--- src/hw/rtl/qdi_pkg.sv ---
// ----------------------------------------------------------------------------
// qdi_pkg
// Shared types, constants and helpers of the quadratic demand interpolator.
// ----------------------------------------------------------------------------
package qdi_pkg;

  // Axis count and coefficient format
  localparam int AXES            = 7;
  localparam int COEFF_FRAC_BITS = 48;
  localparam int SCALE_SHIFT     = COEFF_FRAC_BITS - 16;
  localparam int INPUT_AXES      = 7;
  localparam int AX_W            = (AXES > 1) ? $clog2(AXES) : 1;
  localparam int POS_IDX_W       = $clog2(INPUT_AXES);

  // Field widths
  localparam int TIME_W  = 40;
  localparam int POS_W   = 32;
  localparam int COEFF_W = 64;

  // Time differences (t1, t2, t1-t2, query dt) fit in TIME_W+2 signed bits
  localparam int DIFF_W  = TIME_W + 2;
  localparam int MUL_B_W = DIFF_W;

  // Working width: holds the scaled linear numerator and the query sum
  localparam int WORK_W = (SCALE_SHIFT > 32) ? 118 + SCALE_SHIFT : 150;
  localparam int CNT_W  = $clog2(WORK_W + 1);

  typedef logic signed [WORK_W-1:0]  qdi_work_t;
  typedef logic signed [DIFF_W-1:0]  qdi_diff_t;
  typedef logic signed [COEFF_W-1:0] qdi_coeff_t;
  typedef logic signed [POS_W-1:0]   qdi_pos_t;

  // Rounding addend for truncation toward zero of negative sums
  localparam qdi_work_t RND_ADD = (qdi_work_t'(1) <<< SCALE_SHIFT) - qdi_work_t'(1);

  typedef enum logic {
    OP_DEMAND = 1'b0,
    OP_QUERY  = 1'b1
  } qdi_op_e;

  typedef enum logic [1:0] {
    STS_OK         = 2'd0,
    STS_AXIS_RANGE = 2'd1,
    STS_ZERO_DEN   = 2'd2
  } qdi_status_e;

  typedef struct packed {
    qdi_op_e           operation;
    logic [TIME_W-1:0] time_us;
    qdi_pos_t          pos_tilt_ax;
    qdi_pos_t          pos_tilt_ay;
    qdi_pos_t          pos_tilt_bx;
    qdi_pos_t          pos_tilt_by;
    qdi_pos_t          pos_tilt_cx;
    qdi_pos_t          pos_tilt_cy;
    qdi_pos_t          pos_focus;
    logic [2:0]        query_axis;
  } qdi_in_t;

  typedef struct packed {
    qdi_pos_t    estimate;
    qdi_status_e status;
  } qdi_out_t;

  // Shared multiply / divide unit
  typedef enum logic {
    ALU_MUL = 1'b0,
    ALU_DIV = 1'b1
  } qdi_alu_op_e;

  typedef struct packed {
    logic        start;
    qdi_alu_op_e op;
  } qdi_alu_cmd_t;

  typedef enum logic [2:0] {
    PH_IDLE,
    PH_MUL,
    PH_ABSN,
    PH_ABSD,
    PH_DIV,
    PH_SIGN
  } qdi_alu_ph_e;

  // Sequencer states
  typedef enum logic [4:0] {
    ST_IDLE,
    ST_CHECK,
    ST_T1S,
    ST_T2S,
    ST_P12,
    ST_DEN,
    ST_NA0,
    ST_NA1,
    ST_NA2,
    ST_DIVA,
    ST_NB0,
    ST_NB1,
    ST_DIVB,
    ST_WRITE,
    ST_Q0,
    ST_Q1,
    ST_QRND,
    ST_QFIN,
    ST_OUT
  } qdi_state_e;

  // Saturate a working value to a signed coefficient
  function automatic qdi_coeff_t sat_coeff(input qdi_work_t v);
    logic [WORK_W-COEFF_W:0] hi;
    hi = v[WORK_W-1:COEFF_W-1];
    if (hi == {(WORK_W-COEFF_W+1){v[WORK_W-1]}}) begin
      return qdi_coeff_t'(v[COEFF_W-1:0]);
    end else if (v[WORK_W-1]) begin
      return {1'b1, {(COEFF_W-1){1'b0}}};
    end else begin
      return {1'b0, {(COEFF_W-1){1'b1}}};
    end
  endfunction

  // Saturate a working value to a signed Q15.16 position
  function automatic qdi_pos_t sat_pos(input qdi_work_t v);
    logic [WORK_W-POS_W:0] hi;
    hi = v[WORK_W-1:POS_W-1];
    if (hi == {(WORK_W-POS_W+1){v[WORK_W-1]}}) begin
      return qdi_pos_t'(v[POS_W-1:0]);
    end else if (v[WORK_W-1]) begin
      return {1'b1, {(POS_W-1){1'b0}}};
    end else begin
      return {1'b0, {(POS_W-1){1'b1}}};
    end
  endfunction

endpackage

--- src/hw/rtl/qdi_muldiv.sv ---
// ----------------------------------------------------------------------------
// qdi_muldiv
// Bit-serial multiply-accumulate and restoring divide around one wide adder.
// ----------------------------------------------------------------------------
module qdi_muldiv (
  input  logic                 clk_i,
  input  logic                 rst_ni,
  input  qdi_pkg::qdi_alu_cmd_t cmd_i,
  input  qdi_pkg::qdi_work_t   acc_i,
  input  qdi_pkg::qdi_work_t   opa_i,
  input  qdi_pkg::qdi_work_t   opb_i,
  output logic                 done_o,
  output qdi_pkg::qdi_work_t   res_o
);

  localparam int W  = qdi_pkg::WORK_W;
  localparam int MB = qdi_pkg::MUL_B_W;

  qdi_pkg::qdi_alu_ph_e     ph_q, ph_d;
  logic [qdi_pkg::CNT_W-1:0] cnt_q, cnt_d;
  logic                      done_q, done_d;

  qdi_pkg::qdi_work_t acc_q, a_q, quo_q, rem_q;
  logic [MB-1:0]      b_q, b_mag;
  logic               neg_q;

  qdi_pkg::qdi_work_t add_x, add_y, sum, rem_sh;
  logic               add_sub;
  logic               last;

  assign rem_sh = {rem_q[W-2:0], quo_q[W-1]};
  assign b_mag  = opb_i[MB-1] ? (~opb_i[MB-1:0] + MB'(1)) : opb_i[MB-1:0];

  // Select the operands of the shared adder
  always_comb begin
    add_x   = '0;
    add_y   = '0;
    add_sub = 1'b0;
    unique case (ph_q)
      qdi_pkg::PH_MUL: begin
        add_x   = acc_q;
        add_y   = a_q;
        add_sub = neg_q;
      end
      qdi_pkg::PH_ABSN: begin
        add_y   = quo_q;
        add_sub = 1'b1;
      end
      qdi_pkg::PH_ABSD: begin
        add_y   = a_q;
        add_sub = 1'b1;
      end
      qdi_pkg::PH_DIV: begin
        add_x   = rem_sh;
        add_y   = a_q;
        add_sub = 1'b1;
      end
      qdi_pkg::PH_SIGN: begin
        add_y   = quo_q;
        add_sub = neg_q;
      end
      default: begin
      end
    endcase
  end

  assign sum = add_x + (add_y ^ {W{add_sub}}) + W'(add_sub);

  // Phase sequencing
  always_comb begin
    ph_d   = ph_q;
    cnt_d  = cnt_q;
    done_d = 1'b0;
    last   = 1'b0;
    unique case (ph_q)
      qdi_pkg::PH_IDLE: begin
        if (cmd_i.start) begin
          cnt_d = '0;
          ph_d  = (cmd_i.op == qdi_pkg::ALU_MUL) ? qdi_pkg::PH_MUL : qdi_pkg::PH_ABSN;
        end
      end
      qdi_pkg::PH_MUL: begin
        last  = (cnt_q == qdi_pkg::CNT_W'(MB - 1));
        cnt_d = cnt_q + 1'b1;
        if (last) begin
          ph_d   = qdi_pkg::PH_IDLE;
          done_d = 1'b1;
        end
      end
      qdi_pkg::PH_ABSN: ph_d = qdi_pkg::PH_ABSD;
      qdi_pkg::PH_ABSD: begin
        ph_d  = qdi_pkg::PH_DIV;
        cnt_d = '0;
      end
      qdi_pkg::PH_DIV: begin
        last  = (cnt_q == qdi_pkg::CNT_W'(W - 1));
        cnt_d = cnt_q + 1'b1;
        if (last) begin
          ph_d = qdi_pkg::PH_SIGN;
        end
      end
      qdi_pkg::PH_SIGN: begin
        ph_d   = qdi_pkg::PH_IDLE;
        done_d = 1'b1;
      end
      default: ph_d = qdi_pkg::PH_IDLE;
    endcase
  end

  always_ff @(posedge clk_i or negedge rst_ni) begin
    if (!rst_ni) begin
      ph_q   <= qdi_pkg::PH_IDLE;
      cnt_q  <= '0;
      done_q <= 1'b0;
    end else begin
      ph_q   <= ph_d;
      cnt_q  <= cnt_d;
      done_q <= done_d;
    end
  end

  // Operand and result registers
  always_ff @(posedge clk_i) begin
    unique case (ph_q)
      qdi_pkg::PH_IDLE: begin
        if (cmd_i.start) begin
          if (cmd_i.op == qdi_pkg::ALU_MUL) begin
            acc_q <= acc_i;
            a_q   <= opa_i;
            b_q   <= b_mag;
            neg_q <= opb_i[MB-1];
          end else begin
            quo_q <= opa_i;
            a_q   <= opb_i;
            rem_q <= '0;
            neg_q <= opa_i[W-1] ^ opb_i[W-1];
          end
        end
      end
      qdi_pkg::PH_MUL: begin
        if (b_q[0]) begin
          acc_q <= sum;
        end
        a_q <= a_q <<< 1;
        b_q <= b_q >> 1;
      end
      qdi_pkg::PH_ABSN: begin
        if (quo_q[W-1]) begin
          quo_q <= sum;
        end
      end
      qdi_pkg::PH_ABSD: begin
        if (a_q[W-1]) begin
          a_q <= sum;
        end
      end
      qdi_pkg::PH_DIV: begin
        if (!sum[W-1]) begin
          rem_q <= sum;
          quo_q <= {quo_q[W-2:0], 1'b1};
        end else begin
          rem_q <= rem_sh;
          quo_q <= {quo_q[W-2:0], 1'b0};
        end
      end
      qdi_pkg::PH_SIGN: acc_q <= sum;
      default: begin
      end
    endcase
  end

  assign done_o = done_q;
  assign res_o  = acc_q;

endmodule

--- config.mk ---
export PLATFORM = sky130hd
export DESIGN_NAME = qdi_muldiv
export DESIGN_NICKNAME = d
export VERILOG_FILES = /design/src/hw/rtl/qdi_pkg.sv /design/src/hw/rtl/qdi_muldiv.sv
export SDC_FILE = /design/constraint.sdc
export NUM_CORES = 2
export LEC_CHECK = 0
export BUFFER_PORTS_ARGS = -buffer_cell sky130_fd_sc_hd__buf_2
export CAP_MARGIN = 0
export CORE_MARGIN = 2
export CORE_UTILIZATION = 43
export CTS_CLUSTER_DIAMETER = 150
export DETAILED_ROUTE_END_ITERATION = 6
export SLEW_MARGIN = 15
export SYNTH_ARGS = -nofsm -noshare
export SYNTH_HDL_FRONTEND = slang
export SYNTH_SLANG_ARGS = --single-unit
--- constraint.sdc ---
create_clock -name clk_i -period 19.9 [get_ports clk_i]
set_clock_uncertainty 0.1 [all_clocks]
set_input_delay 2.985 -clock clk_i [delete_from_list [all_inputs] [get_ports clk_i]]
set_output_delay 2.985 -clock clk_i [all_outputs]
set_load 0.01 [all_outputs]
After elaboration in Yosys (flattened, before gate mapping). Cells that the tools add are included.

Flip-flop bits (word level): 654. Latch bits: 0. Bits in writable memories: 0. Bits in read-only memories: 0. Word-level logic and storage cells: 89. Memories kept: 0.

$add $sub $neg: 4. $mul: 0. Div/mod/pow operators: 0. Order comparisons: 0. Equal/unequal tests: 15. Shift-type cells: 0. Muxes and demuxes: 34. Bitwise gates (word level): 3. Reductions and logical operators: 22.

Operators by type and width (count): 150-bit two-way mux (9); 150-bit one-hot mux with 3 select lines (3); 150-bit one-hot mux with 2 select lines (2); 149-bit two-way mux (3); 149-bit one-hot mux with 2 select lines (1); 150-bit by 1-bit adder with 150-bit output (1); 150-bit adder (1); 150-bit XOR (1); 42-bit two-way mux (3); 42-bit one-hot mux with 2 select lines (1); 42-bit by 2-bit adder with 42-bit output, second input constant (1); 42-bit NOT (1); 8-bit one-hot mux with 3 select lines (1); 2-bit != test, second input constant (8); 3-bit one-hot mux with 5 select lines (1); 3-bit AND reduction (5); 3-bit nonzero test (4); 3-bit two-way mux (3); 8-bit by 1-bit adder with 8-bit output, second input constant (1); 8-bit by 6-bit equality test with 1-bit output, second input constant (1); 8-bit equality test, second input constant (1); 8-bit two-way mux (1); 4-bit AND reduction (2); 3-bit by 2-bit equality test with 1-bit output, second input constant (2); 11 further kinds (21).

Depth between registers and ports, before layout.
Word-level depth: 8. Gate-level depth with buffers: 24.

Worst setup path after synthesis. OpenSTA, ideal clock, no wires.

Kind: in2reg. Start: in cmd_i[0] in the netlist's numbering. End: reg quo_q[0], enable pin. Setup time: 0.521 ns. Arrival time: 17.709 ns. Required time: 19.279 ns. Slack: 1.569 ns. Stages: 5. Path buffers: 1. Cell sequence: clkbuf_1 > a21oi_1 > nor3_1 > or2_2 > o21a_1.

Cells in the longest elaborated chain, start to end: 2.

RTL lines: start, declared (line qdi_muldiv.sv:8) `input qdi_pkg::qdi_alu_cmd_t cmd_i,`; 2-bit != test (no source line); 4-bit AND reduction (no source line); end signal, assigned (line qdi_muldiv.sv:133) `quo_q <= opa_i;`; end signal, assigned (line qdi_muldiv.sv:149) `quo_q <= sum;`; end signal, assigned (line qdi_muldiv.sv:160) `quo_q <= {quo_q[W-2:0], 1'b1};`; end, declared (line qdi_muldiv.sv:23) `qdi_pkg::qdi_work_t acc_q, a_q, quo_q, rem_q;`.

No other way between the ends. A chain may end at the register's enable or synchronous reset.

Worst setup path after layout.
Start: reg ph_q[0]. End: reg rem_q[86] (data pin).

Cells in the longest elaborated chain, start to end: 8. Elaborated cells between the ends (all ways): 18. Those cells by class: add/sub: 2; eq/ne: 5; mux: 5; bitwise: 1; reduce/logical: 5.

RTL lines: start, declared (line qdi_muldiv.sv:19) `qdi_pkg::qdi_alu_ph_e ph_q, ph_d;`; start signal, assigned (line qdi_muldiv.sv:112) `ph_q <= qdi_pkg::PH_IDLE;`; start signal, assigned (line qdi_muldiv.sv:116) `ph_q <= ph_d;`; 3-bit equality test, or another cell as far along (line qdi_muldiv.sv:39, qdi_muldiv.sv:124); 3-bit OR reduction (no source line) / 2-bit OR reduction (equally long branches); 150-bit one-hot mux with 2 select lines / 1-bit one-hot mux with 2 select lines (equally long branches) (line qdi_muldiv.sv:39) `unique case (ph_q)`; 150-bit XOR (line qdi_muldiv.sv:67) `assign sum = add_x + (add_y ^ {W{add_sub}}) + W'(add_sub);`; 150-bit adder (line qdi_muldiv.sv:67); 150-bit by 1-bit adder with 150-bit output (line qdi_muldiv.sv:67); 149-bit two-way mux (line qdi_muldiv.sv:158) `if (!sum[W-1]) begin`; 149-bit one-hot mux with 2 select lines (*) (line qdi_muldiv.sv:124) `unique case (ph_q)`; end signal, assigned (line qdi_muldiv.sv:159) `rem_q <= sum;`; end signal, assigned (line qdi_muldiv.sv:162) `rem_q <= rem_sh;`; end, declared (line qdi_muldiv.sv:23).

Every way passes the cells marked *; elsewhere a longest branch is shown, timed or not.

==> results.sh <==
export IMPL_grt_overflow_total=0
export IMPL_cts_hold_buffers=0
export IMPL_synth_area_um2=52600
export IMPL_insertion_delay_ps=690
export IMPL_cp_startpoint="ph_q[0]"
export IMPL_postPlaceCellArea_um2=56500
export IMPL_register_area_um2=19600
export IMPL_clockRootBuffer="clkbuf_16"
export IMPL_post_cts_buffers=0
export IMPL_post_drt_via_cell_ratio=6.37
export IMPL_min_period_ps=9450
export IMPL_ant_nets=0
export IMPL_yosysWarnings=0
export IMPL_crit_path_cell_trace="nor2_1 -> and2_4 -> buf_4 -> buf_4 -> a22o_1 -> ha_1 -> o21a_1 -> nor2_1 -> o21ai_0 -> a31oi_1 -> a2111o_1 -> a21o_1 -> a211oi_2 -> o2111ai_2 -> a211o_1 -> o211ai_4 -> buf_4 -> buf_4 -> mux2i_1 -> nor2_1"
export IMPL_clk_pin_slew_worst_paths_ps=60
export IMPL_ios=605
export IMPL_cts_tree="built"
export IMPL_area_delta_synth_final_pct=12.0
export IMPL_slowest_delay_ps=910
export IMPL_tightest_slew_ps=1280
export IMPL_synthCells=5737
export IMPL_post_place_ws_ps=10500
export IMPL_crit_slowest_cell="buf_4"
export IMPL_grt_antenna_before_repair=14
export IMPL_arrival_ps=9750
export IMPL_drive_gt1_share_pct=17.6
export IMPL_fillers=11500
export IMPL_synth_flop_cell="edfxtp_1"
export IMPL_hold_class="register to register"
export IMPL_multi_input_area_um2=30600
export IMPL_grt_use_total_pct=30.7
export IMPL_dpl_hpwl_um=144000
export IMPL_tns_ps=0
export IMPL_clock_sinks=654
export IMPL_io_buffers=604
export IMPL_nNetsFinal=6589
export IMPL_vias=48907
export IMPL_final_cell_mix="642 x edfxtp_1, 603 x buf_2, 436 x a21oi_1"
export IMPL_cts_resized=0
export IMPL_fp_row_count=128
export IMPL_slew_limit_headroom_pct=14.8
export IMPL_avgSynthCellArea_um2=9.18
export IMPL_utilization_pct=48.5
export IMPL_die_area_um2=125000
export IMPL_synth_edf_count=642
export IMPL_die_h_um=354
export IMPL_drv_cap=0
export IMPL_path_class="register to register"
export IMPL_start_util_pct=43.3
export IMPL_grt_pass1_vias=46608
export IMPL_ys_seq_area_share_pct=37.2
export IMPL_cp_end_kind="register"
export IMPL_cp_max_fo=78
export IMPL_cts_made_buffers=81
export IMPL_worstHoldStart="b_q[31]"
export IMPL_htree_levels=3
export IMPL_worst_slack_ps=10450
export IMPL_final_hold_violation_count=0
export IMPL_clockBufferDepth=3
export IMPL_period_share_pct=47.5
export IMPL_drv_slew=0
export IMPL_synth_distinct_cells=83
export IMPL_core_area_um2=122000
export IMPL_die_w_um=354
export IMPL_setup_viol=0
export IMPL_crit_required_ps=20200
export IMPL_rsz0062_at_grt="false"
export IMPL_drtIter0Drc=5664
export IMPL_max_freq_mhz=106
export IMPL_remaining_drc_errors=0
export IMPL_syn_nets=6343
export IMPL_wl_per_cell_um=26.0
export IMPL_wl_um=200000
export IMPL_grt_max_degree=194
export IMPL_ys_ff_latch=654
export IMPL_grt_pass1_wl_um=299000
export IMPL_drt_pass1_iter_count=7
export IMPL_timing_rr_start="ph_q[0]"
export IMPL_stdcell_area_um2=59000
export IMPL_path_common_cell="buf_4"
export IMPL_routabilityCongestion=0.977
export IMPL_layout_commonest_cell="edfxtp_1"
export IMPL_synthArstFlopShare_pct=1.83
export IMPL_outcome="finished clean"
export IMPL_critPathLaunchType="register"
[per-layer routing]
layer  global-route usage [%]  routed length [um]
met4                     11.0                7240
met5                        0                  43
met1                     42.4               85500
met2                     48.7               91200
met3                     4.78               15800
[registers in the layout, summed over array words and instances (netlist names)]
name and cells:
done_o 1, cnt_q 8, ph_q 3, b_q 42, neg_q 1, a_q 150, res_o 150, rem_q 149
quo_q 150
[cells by family (layout without fill, tap and decap cells)]
family	count (synthesis)	after routing	synth area share [%]
compound gates	1896	1896	24.1
buf+inv	681	987	4.97
fa+ha+maj	152	152	3.63
mux	638	638	12.7
other cells	0	8	0
xor+xnor	314	314	5.22
simple gates	1402	1402	12.2
flops	654	654	37.2
[synth_stat cells (14+ instances only)]
master	n	area share, %
xnor2_1	79	1.3
o211ai_1	94	1.3
o221ai_1	69	1.1
o21a_1	35	0.50
clkbuf_1	459	3.3
nand2_1	421	3.0
nor2b_1	18	0.21
nor2_1	417	3.0
and2_1	17	0.20
or2_2	19	0.23
xor2_1	235	3.9
inv_1	170	1.2
mux2i_1	404	7.7
mux2_2	234	5.0
a222oi_1	77	1.5
o22ai_1	156	1.9
edfxtp_1	642	37
a22o_1	143	2.4
a211oi_1	26	0.37
ha_1	151	3.6
nor4_1	19	0.23
a21boi_0	19	0.27
nand3_1	193	1.8
o31ai_1	24	0.34
buf_4	14	0.20
and3_1	17	0.20
or3_1	30	0.36
buf_1	30	0.21
a21o_1	104	1.5
o21ai_0	338	3.2
nor3_1	52	0.49
nand4_1	91	1.1
a31oi_1	17	0.20
a22oi_1	223	3.2
a21oi_1	437	4.2
nand2b_1	73	0.87
o21bai_1	50	0.71
[path summary, 6_finish.rpt]
check	to	slack (ps)	cells after the start
max	rem_q[86]	10450	20
min	b_q[30]	420	2
max reg2reg	rem_q[86]	10450	20
min reg2reg	b_q[30]	420	2
max in group asynchronous	ph_q[1]	17220	1
min in group asynchronous	cnt_q[5]	2140	1
[worst max-delay path: cells and delay by family, from the launching register on]
kind	cells	cell delay [ps]
buf+inv	4	3360
compound gates	10	2940
simple gates	4	1110
flops	1	740
mux	1	290
fa+ha+maj	1	260
[area by class of cell]
class / instances / share of cell area (%)
flip-flops and latches: 654 / 33.2
clock buffers: 103 / 3.65
inverters: 172 / 1.10
repair buffers: 672 / 6.15
well taps: 1625 / 3.45
diodes: 8 / 0.0340
multi-input cells: 4402 / 51.9
clock inverters: 40 / 0.522
[stage by stage]
step           instances  hold slack (ps)
3_3_place_gp        7524              404
6_report            7676              420
3_5_place_dp        7524              411
5_1_grt             7674              450
2_1_floorplan       5737              390
4_1_cts             7667              424
Power is not shown: default switching activity piles up to over one toggle a cycle in this logic, so the estimate is an artifact.
